===== src/hw/rtl/sss_pkg.sv =====
`default_nettype none

package sss_pkg;

    localparam int TEXT_W = 56;

    localparam logic CMD_LOAD   = 1'b0;
    localparam logic CMD_FINISH = 1'b1;

    typedef enum logic [1:0] {
        ST_LOAD,
        ST_FIRST,
        ST_SCAN,
        ST_EMIT
    } state_t;

endpackage

`default_nettype wire


===== src/hw/rtl/short_string_selection_sort.sv =====
// short_string_selection_sort
// Collects text lines of up to MAX_CHARS bytes (first character in the top byte,
// zero padded) and emits them in ascending order on a finish command.
// s_axis: tuser is the command (load or finish), tdata the 56-bit line.
// m_axis: tdata is a sorted line, tlast marks the final line of the run,
// tuser is set on every line of a batch where loads beyond MAX_LINES were lost.
// A load gives no output beat. A finish with n stored lines
// holds s_axis_tready low while the lines are sorted out of the line memory:
// pass i reads the remaining n-i entries one per cycle through the single read
// port and then emits the minimum. A finish with no lines gives no beat.
// The output beat sits in a register; while the receiver stalls, the next pass
// waits in its emit step and resumes when the register frees.
// Reset empties the store and clears the overflow flag; the line memory itself
// is not cleared, since only entries below the line count are ever read.
`default_nettype none

module short_string_selection_sort #(
    parameter int MAX_LINES = 16,
    parameter int MAX_CHARS = 7
) (
    input  wire                        clk,
    input  wire                        rst_n,
    input  wire                        s_axis_tvalid,
    output logic                       s_axis_tready,
    input  wire  [sss_pkg::TEXT_W-1:0] s_axis_tdata,   // line_text
    input  wire                        s_axis_tuser,   // cmd
    output logic                       m_axis_tvalid,
    input  wire                        m_axis_tready,
    output logic [sss_pkg::TEXT_W-1:0] m_axis_tdata,   // sorted_text
    output logic                       m_axis_tlast,
    output logic                       m_axis_tuser    // lines_dropped
);

    import sss_pkg::*;

    localparam int CW = $clog2(MAX_LINES + 1);
    localparam int AW = $clog2(MAX_LINES);

    function automatic logic [TEXT_W-1:0] clip_line(input logic [TEXT_W-1:0] text);
        logic [63:0] wide;
        logic [63:0] keep;
        logic        stop;
        wide = {8'h00, text};
        keep = '0;
        stop = 1'b0;
        for (int k = 0; k < MAX_CHARS; k++)
        begin
            if (!stop)
            begin
                if (wide[8*(MAX_CHARS-1-k) +: 8] == 8'h00)
                    stop = 1'b1;
                else
                    keep[8*(MAX_CHARS-1-k) +: 8] = wide[8*(MAX_CHARS-1-k) +: 8];
            end
        end
        return keep[TEXT_W-1:0];
    endfunction

    logic [TEXT_W-1:0] line_mem [MAX_LINES];

    state_t            state_reg, state_next;
    logic [CW-1:0]     count_reg, count_next;
    logic              ovf_reg, ovf_next;
    logic [AW-1:0]     i_reg, i_next;
    logic [CW-1:0]     j_reg, j_next;
    logic [AW-1:0]     cmp_idx_reg, cmp_idx_next;
    logic [AW-1:0]     best_reg, best_next;
    logic [TEXT_W-1:0] min_reg, min_next;
    logic [TEXT_W-1:0] cur_reg, cur_next;
    logic              fwd_reg, fwd_next;
    logic [TEXT_W-1:0] rd_data_reg;
    logic              out_valid_reg, out_valid_next;
    logic [TEXT_W-1:0] out_text_reg, out_text_next;
    logic              out_last_reg, out_last_next;
    logic              out_drop_reg, out_drop_next;

    logic              mem_we;
    logic [AW-1:0]     mem_waddr;
    logic [TEXT_W-1:0] mem_wdata;
    logic              rd_en;
    logic [AW-1:0]     rd_addr;
    logic              out_free;
    logic              last_pass;
    logic              in_beat;
    logic [TEXT_W-1:0] first_val;

    assign in_beat   = s_axis_tvalid && s_axis_tready;
    assign out_free  = !out_valid_reg || m_axis_tready;
    assign last_pass = (CW'(i_reg) + CW'(1)) == count_reg;
    assign first_val = fwd_reg ? cur_reg : rd_data_reg;

    assign s_axis_tready = (state_reg == ST_LOAD);
    assign m_axis_tvalid = out_valid_reg;
    assign m_axis_tdata  = out_text_reg;
    assign m_axis_tlast  = out_last_reg;
    assign m_axis_tuser  = out_drop_reg;

    always_comb
    begin
        state_next     = state_reg;
        count_next     = count_reg;
        ovf_next       = ovf_reg;
        i_next         = i_reg;
        j_next         = j_reg;
        cmp_idx_next   = cmp_idx_reg;
        best_next      = best_reg;
        min_next       = min_reg;
        cur_next       = cur_reg;
        fwd_next       = fwd_reg;
        out_valid_next = out_valid_reg && !m_axis_tready;
        out_text_next  = out_text_reg;
        out_last_next  = out_last_reg;
        out_drop_next  = out_drop_reg;
        mem_we         = 1'b0;
        mem_waddr      = count_reg[AW-1:0];
        mem_wdata      = clip_line(s_axis_tdata);
        rd_en          = 1'b0;
        rd_addr        = j_reg[AW-1:0];

        case (state_reg)
            ST_LOAD:
            begin
                if (in_beat)
                begin
                    if (s_axis_tuser == CMD_LOAD)
                    begin
                        if (count_reg < CW'(MAX_LINES))
                        begin
                            mem_we     = 1'b1;
                            count_next = count_reg + CW'(1);
                        end
                        else
                            ovf_next = 1'b1;
                    end
                    else if (count_reg == '0)
                        ovf_next = 1'b0;
                    else
                    begin
                        i_next     = '0;
                        rd_en      = 1'b1;
                        rd_addr    = '0;
                        j_next     = CW'(1);
                        fwd_next   = 1'b0;
                        state_next = ST_FIRST;
                    end
                end
            end
            ST_FIRST:
            begin
                cur_next  = first_val;
                min_next  = first_val;
                best_next = i_reg;
                if (j_reg < count_reg)
                begin
                    rd_en        = 1'b1;
                    rd_addr      = j_reg[AW-1:0];
                    cmp_idx_next = j_reg[AW-1:0];
                    j_next       = j_reg + CW'(1);
                    state_next   = ST_SCAN;
                end
                else
                    state_next = ST_EMIT;
            end
            ST_SCAN:
            begin
                if (rd_data_reg < min_reg)
                begin
                    min_next  = rd_data_reg;
                    best_next = cmp_idx_reg;
                end
                if (j_reg < count_reg)
                begin
                    rd_en        = 1'b1;
                    rd_addr      = j_reg[AW-1:0];
                    cmp_idx_next = j_reg[AW-1:0];
                    j_next       = j_reg + CW'(1);
                end
                else
                    state_next = ST_EMIT;
            end
            ST_EMIT:
            begin
                if (out_free)
                begin
                    out_valid_next = 1'b1;
                    out_text_next  = min_reg;
                    out_last_next  = last_pass;
                    out_drop_next  = ovf_reg;
                    // old entry i moves to where the minimum was
                    mem_we         = 1'b1;
                    mem_waddr      = best_reg;
                    mem_wdata      = cur_reg;
                    if (last_pass)
                    begin
                        count_next = '0;
                        ovf_next   = 1'b0;
                        state_next = ST_LOAD;
                    end
                    else
                    begin
                        i_next     = i_reg + AW'(1);
                        rd_en      = 1'b1;
                        rd_addr    = i_reg + AW'(1);
                        j_next     = CW'(i_reg) + CW'(2);
                        // read and write of the same entry on one edge
                        fwd_next   = (best_reg == i_reg + AW'(1));
                        state_next = ST_FIRST;
                    end
                end
            end
            default:
            begin
                state_next = ST_LOAD;
            end
        endcase
    end

    always_ff @(posedge clk or negedge rst_n)
    begin
        if (!rst_n)
        begin
            state_reg     <= ST_LOAD;
            count_reg     <= '0;
            ovf_reg       <= 1'b0;
            out_valid_reg <= 1'b0;
        end
        else
        begin
            state_reg     <= state_next;
            count_reg     <= count_next;
            ovf_reg       <= ovf_next;
            out_valid_reg <= out_valid_next;
        end
    end

    always_ff @(posedge clk)
    begin
        i_reg        <= i_next;
        j_reg        <= j_next;
        cmp_idx_reg  <= cmp_idx_next;
        best_reg     <= best_next;
        min_reg      <= min_next;
        cur_reg      <= cur_next;
        fwd_reg      <= fwd_next;
        out_text_reg <= out_text_next;
        out_last_reg <= out_last_next;
        out_drop_reg <= out_drop_next;
    end

    always_ff @(posedge clk)
    begin
        if (mem_we)
            line_mem[mem_waddr] <= mem_wdata;
        if (rd_en)
            rd_data_reg <= line_mem[rd_addr];
    end

    a_count_bound: assert property (@(posedge clk) disable iff (!rst_n)
        count_reg <= CW'(MAX_LINES))
        else $error("line count beyond capacity");

    a_pass_in_range: assert property (@(posedge clk) disable iff (!rst_n)
        (state_reg != ST_LOAD) |-> (CW'(i_reg) < count_reg))
        else $error("pass index outside stored lines");

    a_scan_in_range: assert property (@(posedge clk) disable iff (!rst_n)
        (state_reg == ST_SCAN) |-> (CW'(cmp_idx_reg) < count_reg && cmp_idx_reg > i_reg))
        else $error("scan address outside remaining lines");

    a_run_end: assert property (@(posedge clk) disable iff (!rst_n)
        (state_reg == ST_EMIT && out_free && last_pass)
        |=> (state_reg == ST_LOAD && count_reg == '0 && !ovf_reg
             && m_axis_tvalid && m_axis_tlast))
        else $error("store not emptied after final line");

endmodule

`default_nettype wire

===== config.mk =====
export PLATFORM = sky130hd
export DESIGN_NAME = short_string_selection_sort
export DESIGN_NICKNAME = d
export VERILOG_FILES = /design/src/hw/rtl/sss_pkg.sv /design/src/hw/rtl/short_string_selection_sort.sv
export SDC_FILE = /design/constraint.sdc
export NUM_CORES = 1
export LEC_CHECK = 0
export CAP_MARGIN = 20
export CORE_UTILIZATION = 60
export CTS_BUF_LIST = sky130_fd_sc_hd__clkbuf_8
export CTS_CLUSTER_DIAMETER = 80
export DETAILED_ROUTE_END_ITERATION = 7
export DONT_BUFFER_PORTS = 1
export HOLD_SLACK_MARGIN = 0.06
export PLACE_DENSITY = 0.73
export SYNTH_ARGS = -nofsm -noshare
export SYNTH_HDL_FRONTEND = slang
export SYNTH_SLANG_ARGS = --single-unit

===== constraint.sdc =====
create_clock -name clk -period 6.5 [get_ports clk]
set_input_delay 0.325 -clock clk [delete_from_list [all_inputs] [get_ports clk]]
set_output_delay 0.325 -clock clk [all_outputs]
set_load 0.01 [all_outputs]

==> results.toml <==
[detailed_routing]
wl_per_cell_um = 26.41
vias = 28360
postRouteAntennaNets = 0
vias_per_cell = 6.426
drtIter0Drc = 3163
drtPass1Iterations = 5
drcViolationCount = 0
drt-total-wl_um = 116600

[clock_network]
cts_num_sinks = 1149
cts_made_buffers = 179
clk-insertion-delay-late_ns = 0.83
ctsResizeCount = 0
cts-root-buf = "clkbuf_8"
post_cts_buffers = 0
cts_tree = "yes"
cts_hold_buf = 17
clk_pin_slew_ns = 0.06
cts_htree_levels = 4
clockBufferDepth = 3

[die]
io_pins = 121
initial_core_util_pct = 60.89
dieArea_um2 = 80000
core_area_um2 = 77720
fp.dieH_um = 282.9
row_count = 102
fp.dieW_um = 282.9

[synthesis]
syn-instance-count = 3170
syn-num-nets = 3299
yosysUniqueCellTypes = 75
yosysTopAreaCell = "edfxtp_1"
avgSynthCellArea_um2 = 14.93
synth_top_area_share_pct = 72.34
ys_top_cells_by_area = "edfxtp_1, mux2i_1, nand2_1"
synth_flop_cell = "edfxtp_1"
syn_area_um2 = 47330
yosysSeqAreaShare_pct = 72.81
yosysWarnings = 0
synth_edf_count = 1140
ys_ff_latch = 1149
synthArstFlopShare_pct = 0.7833

[global_route]
grt_pass1_vias = 28720
grt_pass1_wl_um = 174500
grt_max_degree = 142
grt_usage_pct = 29.65
antenna_found_initial = 4
gr-total-overflow = 0

[timing]
setup_tns_ns = 0
clock_skew_ns = 0.03049
period_minus_slack_ns = 4.799
fmax_ghz = 0.2084
rsz0062_at_grt = "no"
finalMaxSlewViolations = 0
setup_violations = 0
hold_viol = 0
tightest_slew_ns = 1.162
layout_worst_path_cycle_share_pct = 73.84
relSlewSlack_pct = 22.52

[placement]
io_buffers = 0
hpwlAfterDp_um = 63080
gp_congestion = 0.8825

[layout]
fillCellCount = 5290
regMostFlops = "line_mem"
multiInputGateArea_um2 = 11960
drive_gt1_share_pct = 13.10
largest_register_ffs = 896
final_nets = 3362
regArea_um2 = 34460
area_growth_pct = 9.655

[setup_path]
cp.required_ns = 7.05
path_class = "reg -> reg"
crit_path_start = "state_reg[0]"
crit_fanout = 22
end_kind = "flip-flop"
start_kind = "flip-flop"
worstRegToRegCells = 9
crit_path_end = "line_mem[2][2]"
r2r_start = "state_reg[0]"
reg2reg_slack_ns = 1.70
arrival_ns = 5.34
r2r_end = "line_mem[2][2]"

[job]
drv_cap = 0

[worst_hold_path]
min-delay-start = "m_axis_tready"
hold_class = "in -> reg"
min_path_cells = 4

[outcome]
status = "completed"
worst min-delay path by stage:
stage	endpoint	slack, ns
floorplan	count_reg[0]	0.03
global placement	m_axis_tvalid	0.03
detailed placement	m_axis_tvalid	0.03
CTS	line_mem[8][6]	0.06
global route	line_mem[5][22]	0.1
finish	state_reg[0]	0.11
placed cells by master, fill, tap and decap left out, drive strengths merged, types with 42 or more instances in the layout:
cell       n
mux2i    225
nor2      42
nand3     62
nor4      71
clkbuf   181
inv      125
a22o      51
ha        68
a32o      56
nand4     69
mux2     119
clkinv    76
buf       55
edfxtp  1140
a21oi    133
a211oi    56
nand2    501
nor3     173
area by class of cell:
| class | count | share of cell area, % |
|---|---|---|
| Antenna cell | 1 | 0.004822 |
| Clock inverter | 140 | 1.189 |
| Inverter | 68 | 0.5111 |
| Sequential cell | 1149 | 66.40 |
| Clock buffer | 181 | 4.800 |
| Multi-Input combinational cell | 1763 | 23.05 |
| Tap cell | 1040 | 2.507 |
| Timing Repair Buffer | 72 | 1.538 |
cells by family after synthesis:
kind of cell	count (synthesis)	synth area share, %
xor+xnor	13	0.2406
fa+ha+maj	68	1.798
flops	1149	72.81
buf+inv	258	2.393
compound gates	385	5.935
simple gates	953	9.232
mux	344	7.590
routing by layer:
metal  global-route usage, %  share of wire (%)  up-vias
met1                   39.86                 40    14280
met5                       0              0.012        -
li1                        -                  -    12360
met4                   11.49                3.2        2
met2                   47.61                 48     1465
met3                   6.455                8.9      255
Yosys cell counts (9+ instances only):
master	number
nand2_1	501
dfrtp_1	9
mux2i_1	225
clkbuf_1	97
mux2_2	119
nand3_1	62
a22o_1	51
nand4_1	69
inv_1	65
buf_4	18
buf_2	55
a21oi_1	133
o21ai_0	17
nor4_1	69
a211oi_1	56
edfxtp_1	1140
ha_1	68
buf_1	17
nor2_1	42
a32o_1	56
a21o_1	20
nor3_1	171
metrics by stage:
| step | hold WS, ns | utilization (%) | setup WS [ns] | instances | cell area, µm² |
|---|---|---|---|---|---|
| after detailed placement | 0.02967 | 62.45 | 1.826 | 4072 | 48540 |
| after global placement | 0.02962 | 62.43 | 1.044 | 4071 | 48530 |
| final | 0.1069 | 66.77 | 1.701 | 4414 | 51890 |
| after global routing | 0.09622 | 66.77 | 1.467 | 4414 | 51890 |
| after CTS | 0.06436 | 66.67 | 1.802 | 4410 | 51820 |
| after floorplan | 0.02941 | - | 1.870 | 3170 | 47330 |
critical path: stages (launching register included):
cell and delay, ns:
dfrtp_1 0.43, ha_1 0.51, a22oi_2 0.27, buf_4 0.22
a21boi_4 0.43, a21boi_4 0.41, a21boi_2 0.55, a21boi_4 0.48
a21boi_2 0.60, a22o_1 0.57
Power is left out: the tool's default activity adds up to more than one toggle a clock period on the data nets, which glitch-free logic cannot reach.
